**src/design/acdm_ram.sv**
```systemverilog
// Generic single-write, single-read RAM with registered read data.
// No dependencies.
`default_nettype none

module acdm_ram #(
  parameter int WIDTH = 8,
  parameter int DEPTH = 16
) (
  input  logic                     clk,
  input  logic                     we,
  input  logic [$clog2(DEPTH)-1:0] waddr,
  input  logic [WIDTH-1:0]         wdata,
  input  logic [$clog2(DEPTH)-1:0] raddr,
  output logic [WIDTH-1:0]         rdata
);

  logic [WIDTH-1:0] mem [DEPTH];

  always_ff @(posedge clk) begin
    if (we) begin
      mem[waddr] <= wdata;
    end
    rdata <= mem[raddr];
  end

endmodule

`default_nettype wire

```
**config.mk**
```make
export PLATFORM = sky130hd
export DESIGN_NAME = acdm_ram
export DESIGN_NICKNAME = d
export VERILOG_FILES = /design/src/design/acdm_ram.sv
export SDC_FILE = /design/constraint.sdc
export NUM_CORES = 1
export LEC_CHECK = 0
export ABC_AREA = 1
export BUFFER_PORTS_ARGS = -buffer_cell sky130_fd_sc_hd__buf_2
export CAP_MARGIN = 20
export CORE_ASPECT_RATIO = 0.9
export CORE_MARGIN = 2
export CORE_UTILIZATION = 52
export CTS_CLUSTER_SIZE = 30
export DETAILED_ROUTE_END_ITERATION = 16
export PLACE_DENSITY = 0.69
export SKIP_LAST_GASP = 1
export SLEW_MARGIN = 20
export SYNTH_ARGS = -nofsm -noshare
export SYNTH_HDL_FRONTEND = slang
export SYNTH_SLANG_ARGS = --single-unit
```
**constraint.sdc**
```tcl
create_clock -name clk -period 3.1 [get_ports clk]
set_input_delay 0.31 -clock clk [delete_from_list [all_inputs] [get_ports clk]]
set_output_delay 0.31 -clock clk [all_outputs]
set_load 0.02 [all_outputs]
```
==> results.md <==
* Largest net degree at the start of global routing at 65
* Hold_ws at 297 ps
* Tot Pwr at 4.44 mW
* CTS tree: done
* Area after DPL at 5910 sq um
* Met3 WL at 1.07 mm
* Fmax at 0.724 GHz
* Worst Setup Slack, final at 1720 ps
* Fillers at 879
* Postcts setup bufs at 0
* DRT Pass-1 Iters at 6
* Period utilization at 44.5%
* Setup TNS at 0 ps
* Min cycle time layout at 1380 ps
* Root Driver: clkbuf_16
* Area Growth Syn to Fin at 13.5%
* Slew of the pin with the lowest slew margin at 901 ps
* Worst Setup End Kind: flip-flop
* Fin Clk Skew at 7.36 ps
* Worst VDD drop at 408 uV
* # IOs at 26
* Worst skew pair latency at 420 ps
* PwrDens at 679 nW/um^2
* DP HPWL at 7.24 mm
* Proportion of synthesized area in mux cells at 0%
* Number of global-route vias before repair at 3470
* Cells after Synth at 551
* Routed WL at 12.5 mm
* Crit-path max FO at 8
* WL per Instance at 17.4 um
* CTS Hold Bufs at 0
* Synth Area in Simple Gates at 21.0%
* Clock Sinks at 136
* Critical Path Start Type: primary input
* Clk buf depth at 2
* Gp weighted congestion at 0.797
* Seq/Total Area, Yosys at 69.4%
* XOR/XNOR Fraction of Synth Area at 0%
* Inserted Diodes at 0
* Maxcap violations at 0
* Final core occ at 60.5%
* Slew headroom at 39.7%
* Placed cell count at 688
* Fin area at 6540 sq um
* Status: finished clean
* Final slew viol count at 0
* Initial DRC Count at 296
* DRT antenna net count at 0
* Post-Route M1 WL at 5.35 mm
* RSZ-0062 raised after global routing: no
* IO Port Bufs at 25
* Clock slew at reported path FFs at 60 ps
* Worst hold path class: primary input to flip-flop
* Initial antenna violation count at 0
* Vias at 3747
* Pre-CTS WS at 1270 ps
* Met2 wire len at 5.87 mm
* H-Tree Depth at 4
* Count of cells resized by post-cts repair at 0
* YS warnings at 0
* Arrival time worst endpoint at 1420 ps
* Setup violators final at 0
* Distinct cells, synth at 12
* Residual DRC count at 0
* Yosys reg bits at 136
* Worst path required time at 3140 ps
* Final nets at 592
* Cell Rows at 36
* Layout cells sized above 1 at 10.2%
* Die width at 115 um
* Die H at 104 um
* Die area at 11900 sq um
* Overflow after GRT at 0
* Number of buffers created by CTS at 17
* Main combinational cell family by area after synthesis: simple AND/OR/NAND/NOR gates
* Synthesized-area fraction occupied by adder cells at 0%
* Post-Syn Nets at 569
* Fin cells at 720
* Static leakage at 2.82 nW
* Overall routing resource usage at 22.2%
* Syn_area_per_cell at 10.5 sq um
* Critical path type: primary input to flip-flop
* Core footprint at 10800 sq um
* Initial Util at 53.3%
* Mapped Area at 5770 sq um
* Post-synthesis compound-gate area fraction at 0%
* Final Hold Viols at 0
* DR top layer: met4
* Global-route wire length before repair at 19.3 mm
* Vias per std cell at 5.20
-- power by group --
part,internal (mW),total (mW),switching [mW]
Sequential,2.06,2.07,0.0109
Combinational,0.0660,0.253,0.187
Clock,1.35,2.12,0.774
Total,3.47,4.44,0.973
-- layer usage --
layer,up-vias,GRT usage [%]
met5,-,0
met2,167,33.0
met4,0,6.54
li1,1817,-
met3,23,6.76
met1,1740,31.9
-- area by class of cell --
class / count / area (sq um) / share of cell area [%]
inverter: 102 / 383 / 5.85
timing repair buffer: 28 / 148 / 2.26
multi-input combinational: 289 / 1210 / 18.6
sequential: 136 / 4000 / 61.2
clock buffer: 18 / 429 / 6.56
tap: 133 / 166 / 2.54
clock inverter: 14 / 199 / 3.04
-- logic make-up after synthesis --
family,count (synthesis)
flip-flops,136
buffers and inverters,126
AND/OR/NAND/NOR,289
-- synth_stat cells --
cell,n,area (sq um)
buf_4,4,30.0
nor2_1,17,63.8
inv_1,100,375
inv_2,2,7.51
buf_1,1,3.75
nand2_1,173,649
buf_2,13,65.1
buf_6,6,67.6
nand3b_1,2,15.0
edfxtp_1,128,3840
nand3_1,97,485
dfxtp_1,8,160
-- registers in the layout, summed over array words and instances (netlist names) --
signal,cells
rdata,8
mem,128
-- critical path: stages --
cell and delay (ps):
buf_2 120, nand3b_1 250, nor2_1 730
-- cells in the final DEF, fill, tap and decap left out --
| cell type | synthesis | routed |
|---|---|---|
| buf_2 | 13 | 25 |
| buf_4 | 4 | 3 |
| bufinv_16 | 0 | 4 |
| clkbuf_1 | 0 | 1 |
| clkbuf_16 | 0 | 17 |
| clkinv_1 | 0 | 1 |
| clkinv_4 | 0 | 5 |
| clkinvlp_4 | 0 | 3 |
| dfxtp_1 | 8 | 8 |
| edfxtp_1 | 128 | 128 |
| inv_1 | 100 | 100 |
| inv_2 | 2 | 2 |
| inv_6 | 0 | 1 |
| nand2_1 | 173 | 173 |
| nand3_1 | 97 | 97 |
| nand3b_1 | 2 | 2 |
| nor2_1 | 17 | 17 |
-- final timing paths --
path | startpoint | end | slack, ps | depth (start not counted)
max reg2reg | mem[11][5] | rdata[5] | 2040 | 6
min reg2reg | mem[1][0] | rdata[0] | 700 | 6
max | waddr[3] | mem[6][6] | 1720 | 3
min | wdata[2] | mem[2][2] | 300 | 1
Power figures use the tool's default switching activity.
