<file path="src/design/acdm_pkg.sv">
// Shared constants, codes and types for the adaptive color distance mask.
// No dependencies; every other file of the block but acdm_ram imports this package.
`default_nettype none

package acdm_pkg;

  localparam int MAX_PIXELS_LOG2 = 20;
  localparam int DISTANCE_BINS   = 444;

  localparam int CHAN_W    = 8;
  localparam int COUNT_W   = MAX_PIXELS_LOG2 + 1;
  localparam int SUM_W     = MAX_PIXELS_LOG2 + CHAN_W;
  localparam int CUT_W     = 9;
  localparam int BIN_AW    = $clog2(DISTANCE_BINS);
  localparam int RATIO_W   = 16;
  localparam int REG_IDX_W = 3;
  localparam int CFG_W     = (COUNT_W > RATIO_W) ? COUNT_W : RATIO_W;
  localparam int SQ_W      = 2 * CHAN_W + 2;
  localparam int QSTEP_W   = $clog2(CHAN_W);
  localparam int LHS_W     = CUT_W + 1 + RATIO_W;
  localparam int RHS_W     = CUT_W + 1 + 8;

  localparam logic [COUNT_W-1:0] PIX_LIMIT = {1'b1, {MAX_PIXELS_LOG2{1'b0}}};
  localparam logic [CUT_W-1:0]   MAX_DIST_RESET = 9'd444;
  localparam logic [RATIO_W-1:0] RATIO_RESET    = 16'd256;

  // operation codes
  localparam logic [1:0] OP_ACCUMULATE = 2'd0;
  localparam logic [1:0] OP_FINISH     = 2'd1;
  localparam logic [1:0] OP_CLASSIFY   = 2'd2;

  // register indexes
  localparam logic [REG_IDX_W-1:0] REG_TARGET_RED      = 3'd0;
  localparam logic [REG_IDX_W-1:0] REG_TARGET_GREEN    = 3'd1;
  localparam logic [REG_IDX_W-1:0] REG_TARGET_BLUE     = 3'd2;
  localparam logic [REG_IDX_W-1:0] REG_MIN_PIXELS      = 3'd3;
  localparam logic [REG_IDX_W-1:0] REG_MAX_DISTANCE    = 3'd4;
  localparam logic [REG_IDX_W-1:0] REG_PRECISION_RATIO = 3'd5;

  // result kinds
  localparam logic KIND_REPORT = 1'b0;
  localparam logic KIND_MASK   = 1'b1;

  typedef logic [CHAN_W-1:0]  chan_t;
  typedef logic [COUNT_W-1:0] count_t;
  typedef logic [SUM_W-1:0]   sum_t;
  typedef logic [CUT_W-1:0]   cut_t;

  typedef struct packed {
    chan_t red;
    chan_t green;
    chan_t blue;
  } rgb_t;

  typedef struct packed {
    sum_t red;
    sum_t green;
    sum_t blue;
  } rgb_sum_t;

endpackage

`default_nettype wire

</file>
<file path="src/design/acdm_dist.sv">
// Color distance unit: floor(sqrt(dr^2+dg^2+db^2)), combinational squares,
// then a bit-pair root iteration one step per cycle. Depends on acdm_pkg.
`default_nettype none

module acdm_dist (
  input  logic          clk,
  input  logic          rst,
  input  logic          start,
  input  acdm_pkg::rgb_t pix,
  input  acdm_pkg::rgb_t target,
  output logic          done,
  output acdm_pkg::cut_t distance
);
  import acdm_pkg::*;

  chan_t               dr, dg, db;
  logic [2*CHAN_W-1:0] sq_r, sq_g, sq_b;
  logic [SQ_W-1:0]     sq_sum;
  logic                sq_pend;
  logic                rt_busy;
  logic [SQ_W-1:0]     rem, rem_next;
  logic [SQ_W-1:0]     root, root_next;
  logic [SQ_W-2:0]     probe;
  logic [SQ_W:0]       trial;

  assign sq_r   = dr * dr;
  assign sq_g   = dg * dg;
  assign sq_b   = db * db;
  assign sq_sum = SQ_W'(sq_r) + SQ_W'(sq_g) + SQ_W'(sq_b);

  always_comb begin
    trial = {1'b0, root} + (SQ_W + 1)'(probe);
    if ({1'b0, rem} >= trial) begin
      rem_next  = SQ_W'({1'b0, rem} - trial);
      root_next = (root >> 1) + SQ_W'(probe);
    end else begin
      rem_next  = rem;
      root_next = root >> 1;
    end
  end

  always_ff @(posedge clk) begin
    if (rst) begin
      sq_pend <= 1'b0;
      rt_busy <= 1'b0;
      done    <= 1'b0;
    end else begin
      sq_pend <= start;
      done    <= rt_busy && !sq_pend && probe == (SQ_W - 1)'(1);
      if (sq_pend) begin
        rt_busy <= 1'b1;
      end else if (rt_busy && probe == (SQ_W - 1)'(1)) begin
        rt_busy <= 1'b0;
      end
    end
  end

  always_ff @(posedge clk) begin
    if (start) begin
      dr <= (pix.red > target.red) ? pix.red - target.red : target.red - pix.red;
      dg <= (pix.green > target.green) ? pix.green - target.green
                                       : target.green - pix.green;
      db <= (pix.blue > target.blue) ? pix.blue - target.blue : target.blue - pix.blue;
    end
    if (sq_pend) begin
      rem   <= sq_sum;
      root  <= '0;
      probe <= {1'b1, {(SQ_W - 2){1'b0}}};
    end else if (rt_busy) begin
      rem   <= rem_next;
      root  <= root_next;
      probe <= probe >> 2;
      if (probe == (SQ_W - 1)'(1)) begin
        distance <= CUT_W'(root_next);
      end
    end
  end

endmodule

`default_nettype wire

</file>
<file path="config.mk">
export PLATFORM = sky130hd
export DESIGN_NAME = acdm_dist
export DESIGN_NICKNAME = d
export VERILOG_FILES = /design/src/design/acdm_pkg.sv /design/src/design/acdm_dist.sv
export SDC_FILE = /design/constraint.sdc
export NUM_CORES = 1
export LEC_CHECK = 0
export ABC_AREA = 0
export CAP_MARGIN = 30
export CORE_ASPECT_RATIO = 0.75
export CORE_MARGIN = 8
export CORE_UTILIZATION = 35
export DETAILED_ROUTE_END_ITERATION = 6
export DONT_BUFFER_PORTS = 1
export PLACE_DENSITY = 0.56
export SETUP_SLACK_MARGIN = 0.05
export SYNTH_ARGS = -nofsm -noshare
export SYNTH_HDL_FRONTEND = slang
export SYNTH_SLANG_ARGS = --single-unit
</file>
<file path="constraint.sdc">
create_clock -name clk -period 8.9 [get_ports clk]
set_clock_uncertainty 0.15 [all_clocks]
set_input_delay 2.225 -clock clk [delete_from_list [all_inputs] [get_ports clk]]
set_output_delay 2.225 -clock clk [all_outputs]
set_load 0.005 [all_outputs]
</file>
==> qor.yml <==
die:
  chipHeight_um: 179
  die_x_um: 233
  num_rows: 59
  die-area_mm2: 0.0417
  io_pins: 61
  start_util: 0.356
  coreArea_mm2: 0.0348
timing:
  rsz0062_at_grt: "false"
  layout_min_cycle_time_ns: 6.93
  fmax_mhz: 144
  worst_pin_slew_ns: 0.956
  post-route-period-util: 0.779
  fin_tns_setup_ns: 0
  finalHoldViolations: 0
  setup_viol: 0
  final_max_slew_viol_count: 0
  maxSlewHeadroom: 0.360
place:
  gp_congestion: 0.818
  dpl.hpwl_um: 23100
  portBuffers: 0
cells_and_area:
  drive_above_1_share: 0.0424
  syn_to_final_growth_pct: 5.90
  finalNetCount: 1670
  antenna_cells: 0
setup_path:
  r2r_setup_slack_ns: 1.97
  required_ns: 8.84
  crit_fanout: 10
  regToRegEndpoint: "rem[17]"
  worstSetupPathType: "flip-flop to flip-flop"
  worstRegToRegCells: 20
  setup.worst_path.end_class: "flip-flop"
  arrival_ns: 6.87
  r2r_start: "dr[0]"
  worst_setup_path_start_kind: "flip-flop"
clock_network:
  cts_resized: 0
  clock_sinks: 81
  cts_made_buffers: 9
  post_cts_buffers: 0
  postCtsHoldBufs: 0
  clock_latency_ns: 0.36
  clk_pin_slew_worst_paths_ns: 0.08
  htreeDepth: 3
  cts.path.max_buffers: 2
  cts-root-buf: "clkbuf_16"
  cts_tree: "done"
global_route:
  antenna_found_initial: 0
  grt-ovfl-total: 0
  grt_pass1_vias: 9198
  grt_max_degree: 37
  globalRouteTotalUtil: 0.139
  grt_pass1_wl_um: 47100
synthesis:
  synth_top_area_share: 0.227
  async_flop_share: 0
  synth_seq_cells: 81
  synth-main-ff-cell: "edfxtp_1"
  synth_edf_count: 51
  synth_area_per_cell_um2: 9.27
  yosysSeqAreaShare: 0.172
  yosysWarnings: 0
  synth_area_mm2: 0.0124
  syn_inst: 1334
  synth_top_area_cell: "fa_1"
  yosys-top-cells-count: "inv_1, ha_1, fa_1"
  synthDistinctLibCells: 74
  synth_area_leaders: "fa_1, ha_1, edfxtp_1, inv_1, dfxtp_1"
  syn_nets: 1689
  yosysMostFrequentCell: "inv_1"
route:
  antenna_left: 0
  num_vias: 8796
  wire_per_inst_um: 15.5
  dr.pass1.iters: 4
  totalWireLength_um: 27500
  drc: 0
  dr.first_iter.drc_count: 472
  viasPerCell: 4.95
min_path:
  hold_end: "root[0]"
  hold_path.startpoint: "root[0]"
  hp-class: "flip-flop to flip-flop"
  min_path_cells: 2
flow_run:
  maxCapViolations: 0
outcome:
  status: "finished, final reports clean"
## sequential cells by signal (all words and copies together) (netlist names)
register,cells
rem,18
root,18
distance,9
probe,9
db,8
dg,8
dr,8
done,1
rt_busy,1
sq_pend,1
## critical path, cell delays in order, from the launching register on
cell      delay [ns]
edfxtp_1        0.60
and2_1          0.23
inv_1           0.07
fa_1            0.51
fa_1            0.52
fa_1            0.49
inv_1           0.05
fa_1            0.50
inv_1           0.05
fa_1            0.46
fa_1            0.55
inv_1           0.06
fa_1            0.47
ha_1            0.33
nor2b_1         0.15
o21ai_0         0.13
o21ai_0         0.54
a31oi_1         0.29
nor2_1          0.19
mux2i_1         0.20
nand4_1         0.10
## layout make-up
| class | instances | area, um^2 |
|---|---|---|
| flip-flops and latches | 81 | 2130 |
| inverters | 270 | 1010 |
| repair buffers | 4 | 30.0 |
| well taps | 457 | 572 |
| clock inverters | 7 | 76.3 |
| fillers | 3472 | 21700 |
| clock buffers | 9 | 225 |
| multi-input cells | 949 | 9040 |
## per-layer routing
metal  share of wire  up-vias  track usage
met3           0.042       13       0.0245
li1                -     4356            -
met1            0.53     4272        0.207
met5               0        -            0
met2            0.42      155        0.211
met4          0.0078        0       0.0239
## layout by cell type (no fill, tap or decap), types with 6 or more instances in the layout
cell type and n:
and3_1 7, a21o_1 29, and2_1 62, o21ai_0 58, a31oi_1 22, dfxtp_1 29, nand4_1 12, nor2_1 33
a22o_1 6, clkbuf_16 9, nand3_1 12, o21a_1 8, xnor2_1 43, edfxtp_1 51, nor3b_1 6, a21oi_1 58
nor3_1 9, fa_1 140, xor2_1 36, nor2b_1 19, mux2i_1 30, inv_1 270, o21bai_1 10, ha_1 164
nand2b_1 11, nand2_1 81
## per-stage QoR
stage | hold WS [ns] | std cells | utilization | worst slack, ns | instance area (um^2)
2_1_floorplan | 0.315 | 1334 | - | 2.58 | 12400
3_3_place_gp | 0.343 | 1761 | 0.368 | 2.16 | 12800
3_5_place_dp | 0.347 | 1761 | 0.368 | 2.04 | 12800
4_1_cts | 0.359 | 1777 | 0.377 | 2.02 | 13100
5_1_grt | 0.389 | 1777 | 0.377 | 1.65 | 13100
6_report | 0.361 | 1777 | 0.377 | 1.97 | 13100
## how the worst max path moves through the flow
stage,to,slack (ns),cells after the start,from
floorplan,rem[16],2.58,20,db[4]
global placement,rem[17],2.16,20,dr[0]
detailed placement,rem[16],2.04,19,db[0]
CTS,rem[17],2.02,20,dr[0]
global route,rem[16],1.65,19,dr[0]
finish,rem[17],1.97,20,dr[0]
## logic make-up (layout without fill, tap and decap cells)
group                    Yosys count  in the layout  share of synthesized area
buffers and inverters            304            290                     0.0961
XOR/XNOR                          79             79                     0.0560
multiplexers                      34             34                     0.0282
AND/OR/NAND/NOR                  286            286                      0.124
flip-flops                        81             81                      0.172
AO/OA/AOI/OAI                    246            246                      0.130
adder cells (fa/ha/maj)          304            304                      0.393
Power is left out: the tool's default activity adds up to more than one toggle a clock period on the data nets, which glitch-free logic cannot reach.
