## config.mk

```make
export PLATFORM = sky130hd
export DESIGN_NAME = acdm_div
export DESIGN_NICKNAME = d
export VERILOG_FILES = /design/src/design/acdm_pkg.sv /design/src/design/acdm_div.sv
export SDC_FILE = /design/constraint.sdc
export NUM_CORES = 1
export LEC_CHECK = 0
export BUFFER_PORTS_ARGS = -buffer_cell sky130_fd_sc_hd__buf_2
export CORE_UTILIZATION = 54
export DETAILED_ROUTE_END_ITERATION = 8
export HOLD_SLACK_MARGIN = 0.15
export PLACE_DENSITY = 0.81
export SYNTH_ARGS = -nofsm -noshare
export SYNTH_HDL_FRONTEND = slang
export SYNTH_SLANG_ARGS = --single-unit
```

## constraint.sdc

```tcl
create_clock -name clk -period 3.6 [get_ports clk]
set_clock_uncertainty 0.15 [all_clocks]
set_input_delay 0.72 -clock clk [delete_from_list [all_inputs] [get_ports clk]]
set_output_delay 0.72 -clock clk [all_outputs]
set_load 0.1 [all_outputs]
```

## src/design/acdm_pkg.sv

```systemverilog
// Shared constants, codes and types for the adaptive color distance mask.
// No dependencies; every other file of the block but acdm_ram imports this package.
`default_nettype none

package acdm_pkg;

  localparam int MAX_PIXELS_LOG2 = 20;
  localparam int DISTANCE_BINS   = 444;

  localparam int CHAN_W    = 8;
  localparam int COUNT_W   = MAX_PIXELS_LOG2 + 1;
  localparam int SUM_W     = MAX_PIXELS_LOG2 + CHAN_W;
  localparam int CUT_W     = 9;
  localparam int BIN_AW    = $clog2(DISTANCE_BINS);
  localparam int RATIO_W   = 16;
  localparam int REG_IDX_W = 3;
  localparam int CFG_W     = (COUNT_W > RATIO_W) ? COUNT_W : RATIO_W;
  localparam int SQ_W      = 2 * CHAN_W + 2;
  localparam int QSTEP_W   = $clog2(CHAN_W);
  localparam int LHS_W     = CUT_W + 1 + RATIO_W;
  localparam int RHS_W     = CUT_W + 1 + 8;

  localparam logic [COUNT_W-1:0] PIX_LIMIT = {1'b1, {MAX_PIXELS_LOG2{1'b0}}};
  localparam logic [CUT_W-1:0]   MAX_DIST_RESET = 9'd444;
  localparam logic [RATIO_W-1:0] RATIO_RESET    = 16'd256;

  // operation codes
  localparam logic [1:0] OP_ACCUMULATE = 2'd0;
  localparam logic [1:0] OP_FINISH     = 2'd1;
  localparam logic [1:0] OP_CLASSIFY   = 2'd2;

  // register indexes
  localparam logic [REG_IDX_W-1:0] REG_TARGET_RED      = 3'd0;
  localparam logic [REG_IDX_W-1:0] REG_TARGET_GREEN    = 3'd1;
  localparam logic [REG_IDX_W-1:0] REG_TARGET_BLUE     = 3'd2;
  localparam logic [REG_IDX_W-1:0] REG_MIN_PIXELS      = 3'd3;
  localparam logic [REG_IDX_W-1:0] REG_MAX_DISTANCE    = 3'd4;
  localparam logic [REG_IDX_W-1:0] REG_PRECISION_RATIO = 3'd5;

  // result kinds
  localparam logic KIND_REPORT = 1'b0;
  localparam logic KIND_MASK   = 1'b1;

  typedef logic [CHAN_W-1:0]  chan_t;
  typedef logic [COUNT_W-1:0] count_t;
  typedef logic [SUM_W-1:0]   sum_t;
  typedef logic [CUT_W-1:0]   cut_t;

  typedef struct packed {
    chan_t red;
    chan_t green;
    chan_t blue;
  } rgb_t;

  typedef struct packed {
    sum_t red;
    sum_t green;
    sum_t blue;
  } rgb_sum_t;

endpackage

`default_nettype wire

```

## src/design/acdm_div.sv

```systemverilog
// Mean color divider: three channel sums over one pixel count, restoring
// division one quotient bit per cycle in three lanes. Depends on acdm_pkg.
`default_nettype none

module acdm_div (
  input  logic              clk,
  input  logic              rst,
  input  logic              start,
  input  acdm_pkg::rgb_sum_t sums,
  input  acdm_pkg::count_t  total,
  output logic              done,
  output acdm_pkg::rgb_t    mean
);
  import acdm_pkg::*;

  // each sum is below 256 * total, so eight quotient bits suffice
  sum_t               rem [3];
  chan_t              quo [3];
  sum_t               den;
  logic [QSTEP_W-1:0] step;
  logic               busy;

  always_ff @(posedge clk) begin
    if (rst) begin
      busy <= 1'b0;
      done <= 1'b0;
    end else begin
      done <= busy && !start && step == QSTEP_W'(CHAN_W - 1);
      if (start) begin
        busy <= 1'b1;
        step <= '0;
      end else if (busy) begin
        step <= step + QSTEP_W'(1);
        if (step == QSTEP_W'(CHAN_W - 1)) begin
          busy <= 1'b0;
        end
      end
    end
  end

  always_ff @(posedge clk) begin
    if (start) begin
      rem[0] <= sums.red;
      rem[1] <= sums.green;
      rem[2] <= sums.blue;
      for (int k = 0; k < 3; k++) begin
        quo[k] <= '0;
      end
      den <= {total, {(CHAN_W - 1){1'b0}}};
    end else if (busy) begin
      for (int k = 0; k < 3; k++) begin
        if (rem[k] >= den) begin
          rem[k] <= rem[k] - den;
          quo[k] <= {quo[k][CHAN_W-2:0], 1'b1};
        end else begin
          quo[k] <= {quo[k][CHAN_W-2:0], 1'b0};
        end
      end
      den <= den >> 1;
    end
  end

  assign mean.red   = quo[0];
  assign mean.green = quo[1];
  assign mean.blue  = quo[2];

endmodule

`default_nettype wire

```

==> results of run 1 <==
## per-layer routing
metal / part of all wire / global-route usage / vias up
li1: - / - / 3985
met1: 0.41 / 0.3407 / 3900
met2: 0.47 / 0.4534 / 402
met3: 0.069 / 0.05231 / 94
met4: 0.046 / 0.1243 / 0
met5: 0 / 0 / -
## worst max path at each step
stage / slack [ps] / cells after the start / endpoint
floorplan: 130 / 13 / rem[0][37]
global placement: 50 / 13 / rem[0][39]
detailed placement: -60 / 13 / rem[0][79]
CTS: -20 / 13 / rem[0][39]
global route: -90 / 13 / rem[0][15]
finish: -30 / 13 / rem[0][15]
## stage by stage
step	area [µm²]	instances	power, mW
after CTS	12090	1396	7.186
after global placement	11470	1363	5.268
after detailed placement	11470	1363	5.359
final	12520	1411	7.483
after global routing	12520	1411	7.856
after floorplan	10310	976	4.647
## timing repair
action                     4_1_cts  5_1_grt
hold endpoints to repair         0        0
setup endpoints to repair       85      106
cloned                           0        6
pin swaps                        1       16
gates resized for setup          4       58
setup buffers                    1        9
## registers in the layout, summed over array words and instances (netlist names)
register / flops
quo: 24
rem: 84
den: 28
busy: 1
done: 1
step: 3
## layout make-up
type	count	area [µm²]
clock buffer	17	425.4
clock inverter	15	170.2
fill	1348	6188
inverter	57	217.7
multi-input combinational	751	5932
sequential	141	4139
tap	234	292.8
timing repair buffer	196	1340
## cells in the mapped netlist, types with 4 or more instances
| cell type | count |
|---|---|
| xnor2_1 | 46 |
| clkbuf_1 | 18 |
| o21ai_0 | 62 |
| nand4_1 | 15 |
| nor2_1 | 58 |
| dfxtp_1 | 10 |
| inv_1 | 57 |
| mux2_1 | 8 |
| and3_1 | 9 |
| a31oi_1 | 11 |
| buf_12 | 6 |
| nor3_1 | 7 |
| o22ai_1 | 4 |
| mux2_2 | 24 |
| mux2_4 | 45 |
| xor2_1 | 22 |
| mux2i_1 | 15 |
| nand3_1 | 14 |
| nor2b_1 | 17 |
| o21bai_1 | 12 |
| o211ai_1 | 4 |
| o21a_1 | 18 |
| a21boi_0 | 4 |
| nand2b_1 | 7 |
| a21o_1 | 37 |
| edfxtp_1 | 131 |
| nand2_1 | 85 |
| a21oi_1 | 64 |
| ha_1 | 86 |
| and2_1 | 26 |
## cell families after synthesis
family / after synthesis / synth area share
compound gates: 251 / 0.1577
simple gates: 251 / 0.1167
flops: 141 / 0.4008
mux: 92 / 0.1150
fa+ha+maj: 89 / 0.1102
buf+inv: 84 / 0.04185
xor+xnor: 68 / 0.05775
## power by group through the flow
| stage | clock [mW] | sequential (mW) | combinational (mW) |
|---|---|---|---|
| finish | 1.80 | 2.20 | 3.48 |
| global route | 1.87 | 2.22 | 3.77 |
| CTS | 1.82 | 2.20 | 3.17 |
| detailed placement | 0 | 2.23 | 3.13 |
| global placement | 0 | 2.22 | 3.05 |
| floorplan | 0 | 2.35 | 2.30 |
==> summary.txt, run 1 <==
Run status
  • Status: finished with violations
  • Failing checks: setup timing

Die
  • Overall die width: 140.2 µm
  • Cell row count: 50
  • Core area: 18710 µm²
  • Initial core utilization: 0.5514
  • Overall die height: 140.2 µm
  • Ports: 133
  • Die ar.: 19660 µm²

Yosys
  • Count of flip-flops with a built-in enable after synthesis: 131
  • Synth Register Bits: 141
  • Syn. warnings: 0
  • Mapped Area: 10310 µm²
  • Synth async-reset ratio: 0
  • Cell count after synthesis: 976
  • Share of the synthesized area in the top cell type: 0.3814
  • Ys flop type: edfxtp_1
  • Top post-synthesis cells by area: edfxtp_1 (38%), ha_1 (10%), mux2_4 (6.6%)
  • Synth Net Count: 1173
  • Leading area contributor after synthesis: edfxtp_1
  • Register area share after synthesis: 0.4008
  • Syn Area/Cell: 10.57 µm²
  • Unique masters post-synth: 65

Timing
  • Post-layout min period: 3627 ps
  • Final TNS setup: -213.0 ps
  • Slew margin rel.: 0.3736
  • Maximum clock rate: 275.7 MHz
  • PnR worst setup slack: -26.69 ps
  • Worst-Margin Slew: 938.6 ps
  • Final setup violation count: 17
  • RSZ-0062 raised after global routing: true
  • Max-slew violation count: 0
  • Fin crit share: 1.007
  • Hold WS: 318.9 ps
  • Fin. Hold Viols: 0

Pwr
  • P_leak: 5.652 nW
  • Reg power frac: 0.294
  • Sw Ratio: 0.3699
  • Combinational power share: 0.465
  • Power Density: 597.8 nW/µm²
  • Switching Power: 2.768 mW
  • Internal power: 4.715 mW
  • Clk network pwr share: 0.241
  • VDD IR max: 0.0004083 V

Worst setup path
  • Reg2reg path depth: 13
  • CP Cell Sequence: clkinvlp_4, ha_1, nor2b_1, o211ai_1, a211oi_1, nor2_1, nand2_1, o31ai_2, a31oi_2, a211oi_4, buf_12, clkbuf_16, mux2_2
  • Class of the most critical setup path: reg -> reg
  • Worst setup EP type: flip-flop
  • Reg-to-reg endpoint: rem[0][15]
  • Critical path's slowest cell: dfxtp_4
  • R2R Setup Slk: -30 ps
  • Top cell family by delay on the critical path: compound AO/OA/AOI/OAI gates
  • WP buf/inv: 3
  • CP peak stage delay: 360 ps
  • Worst Setup SP: den[2]
  • R2R Path Start: den[2]
  • Crit-path max FO: 9
  • Required @ worst endpoint: 3640 ps
  • Arrival time of the worst setup path: 3670 ps
  • CP startpoint kind: flip-flop

Final layout
  • Inserted Diodes: 0
  • Fin util: 0.6692
  • Share of post-route cells with drive strength above 1: 0.2880
  • Most common cell after layout, fill and taps aside: buf_2
  • Area grow syn2layout: 21.36%
  • Net total in the final layout: 1361
  • Commonest cells after routing, fill and taps aside: buf_2 (132), edfxtp_1 (131), nand2_1 (85), ha_1 (83), mux2_4 (66)

Worst hold path
  • Hold path start: rst
  • Hold Crit Depth: 2
  • Hold/Removal Path Class: in -> reg
  • Hold EP: busy

Global route
  • Total grt overflow: 0
  • Largest net degree at the start of global routing: 44
  • First-pass GRT wire length: 41100 µm
  • Initial antenna violation count: 0
  • Tot GR Track Use: 0.2715
  • Vias in the first global route: 8110

Clocking
  • Root buffer cell: clkbuf_16
  • Worst-path clk slew: 70 ps
  • Worst skew pair latency: 440 ps
  • H-tree depth: 4
  • Hold-fix buffers, CTS: 0
  • Num CTS Buffers: 17
  • Clock sinks: 141
  • CTS max path bufs: 2
  • CTS tree: built

Placed design
  • Post-Place Worst Slack: -61.42 ps
  • Routability cong.: 0.9120
  • Port-buffer cells: 132
  • Detail Placement HPWL: 19560 µm

Detailed routing
  • Post-route DRC: 0
  • Vias post-DR: 8381
  • Drt pass-1 iters: 5
  • Wirelength per Cell: 19.17 µm
  • Total Routed Length: 27050 µm
  • Vias per inst: 5.940
  • Antenna viol nets, final: 0
  • Drt initial violations: 634

Flow run
  • Max_cap viols: 0
No activity file was read; power rests on OpenSTA's default activity.
==> run 2: changes to the inputs <==
--- a/config.mk
+++ b/config.mk
@@ -6,10 +6,12 @@
 export NUM_CORES = 1
 export LEC_CHECK = 0
 export BUFFER_PORTS_ARGS = -buffer_cell sky130_fd_sc_hd__buf_2
+export CORE_MARGIN = 4
 export CORE_UTILIZATION = 54
 export DETAILED_ROUTE_END_ITERATION = 8
 export HOLD_SLACK_MARGIN = 0.15
 export PLACE_DENSITY = 0.81
+export RECOVER_POWER = 25
 export SYNTH_ARGS = -nofsm -noshare
 export SYNTH_HDL_FRONTEND = slang
 export SYNTH_SLANG_ARGS = --single-unit
==> summary.txt, run 2 (synthesis gave the netlist of run 1 again) <==
Run status
  • Status: finished with violations
  • Failing checks: capacitance limit, slew limit

Worst setup path
  • Class of the most critical setup path: reg -> reg
  • CP peak stage delay: 410 ps
  • Worst Setup SP: den[17]
  • CP Cell Sequence: inv_4, ha_1, and2_1, nand3_1, nor2_1, a21oi_1, o311a_1, o21ai_0, a31o_2, a211oi_4, buf_6, buf_12, buf_12, mux2_1
  • R2R Setup Slk: 70 ps
  • Crit-path max FO: 11
  • Worst setup EP type: flip-flop
  • Arrival time of the worst setup path: 3560 ps
  • Reg2reg path depth: 14
  • Reg-to-reg endpoint: rem[0][82]
  • CP startpoint kind: flip-flop
  • Critical path's slowest cell: edfxtp_1
  • R2R Path Start: den[17]
  • Required @ worst endpoint: 3640 ps
  • CP most frequent cell: buf_12
  • Critical path endpoint: rem[0][82]

Clocking
  • Hold-fix buffers, CTS: 0
  • CTS tree: built
  • Worst-path clk slew: 70 ps
  • Root buffer cell: clkbuf_16
  • Num CTS Buffers: 17
  • Worst skew pair latency: 440 ps
  • CTS max path bufs: 2
  • H-tree depth: 4
  • Clock sinks: 141

Final layout
  • Net total in the final layout: 1358
  • Max reg flops: 84
  • Most flop-heavy register: rem
  • Fin util: 0.6530
  • Biggest regs: rem: 84 flops, den: 28 flops, quo: 24 flops
  • Final Cell Area: 12260 µm²
  • Share of post-route cells with drive strength above 1: 0.2760
  • Inserted Diodes: 0
  • Area grow syn2layout: 18.83%
  • Commonest cells after routing, fill and taps aside: edfxtp_1 (131), buf_2 (131), nand2_1 (84), ha_1 (83), a21oi_1 (63)

Global route
  • Total grt overflow: 0
  • Vias in the first global route: 8187
  • Largest net degree at the start of global routing: 44
  • Tot GR Track Use: 0.2382
  • Initial antenna violation count: 0
  • First-pass GRT wire length: 40850 µm

Detailed routing
  • Drt pass-1 iters: 5
  • Total Routed Length: 26160 µm
  • Drt initial violations: 640
  • Wirelength per Cell: 18.58 µm
  • Vias post-DR: 8266
  • Vias per inst: 5.871
  • Post-route DRC: 0
  • Antenna viol nets, final: 0

Die
  • Cell row count: 50
  • Initial core utilization: 0.5495
  • Overall die height: 146.2 µm
  • Core area: 18770 µm²
  • Die ar.: 21370 µm²
  • Ports: 133
  • Overall die width: 146.2 µm

Timing
  • Maximum clock rate: 283.4 MHz
  • Final setup violation count: 0
  • Post-layout min period: 3528 ps
  • PnR worst setup slack: 71.58 ps
  • Fin. Hold Viols: 0
  • Fin crit share: 0.9801
  • Final TNS setup: 0 ps
  • Max-slew violation count: 44
  • Worst-Margin Slew: 1845 ps
  • Slew margin rel.: -0.2301

Pwr
  • VDD IR max: 0.0004296 V
  • Power Density: 591.8 nW/µm²
  • P_leak: 5.441 nW

Worst hold path
  • Hold/Removal Path Class: reg -> reg

Placed design
  • Port-buffer cells: 132
  • Post-Place Worst Slack: -22.27 ps
  • Routability cong.: 0.9242
  • Detail Placement HPWL: 19440 µm
  • Placement Cell Area: 11510 µm²

Flow run
  • Max_cap viols: 1
## run 2: timing repair
| item | CTS | global route |
|---|---|---|
| cloned | 0 | 1 |
| resized for setup | 5 | 31 |
| buffers inserted | 0 | 10 |
| setup endpoints to repair | 19 | 133 |
| pin swaps | 0 | 10 |
## run 2: layer usage
layer	GRT usage	wire (µm)
met1	0.3046	11030
met2	0.3969	12640
met3	0.04283	1576
met4	0.1054	914
met5	0	0
## run 2: area by class of cell
type                            instances  area (µm²)
Tap cell                              234       292.8
Timing Repair Buffer                  193        1220
Fill cell                            1423        6513
Clock inverter                         13       127.6
Multi-Input combinational cell        751        5818
Clock buffer                           19       442.9
Sequential cell                       141        4138
Inverter                               57       216.5
## run 2: worst min path at each step
stage	slack (ps)	cells past startpoint	start	to
after floorplan	330	2	den[7]	den[6]
after global placement	320	2	quo[2][0]	quo[2][0]
after detailed placement	320	2	quo[2][0]	quo[2][0]
after CTS	330	2	quo[2][0]	quo[2][0]
after global routing	360	2	rst	done
final	330	2	quo[2][0]	quo[2][0]
## run 2: power breakdown
group | internal, mW | switching (mW)
combinational | 1.52 | 1.79
sequential | 2.11 | 0.0878
clock | 0.982 | 0.760
total | 4.61 | 2.64
## run 2: critical path, delay by kind of cell (launching register included)
kind | cells | cell delay, ps
buffers and inverters | 4 | 580
multiplexers | 1 | 330
AND/OR/NAND/NOR | 3 | 450
adder cells (fa/ha/maj) | 1 | 290
AO/OA/AOI/OAI | 5 | 1060
flip-flops | 1 | 410
## run 2: stage by stage
step                power (mW)  hold slack [ps]  std cells
CTS                      7.128            332.6       1397
global placement         5.301            319.7       1365
finish                   7.253            327.5       1408
global route             7.663            355.2       1408
detailed placement       5.373            322.1       1365
floorplan                4.647            332.7        976
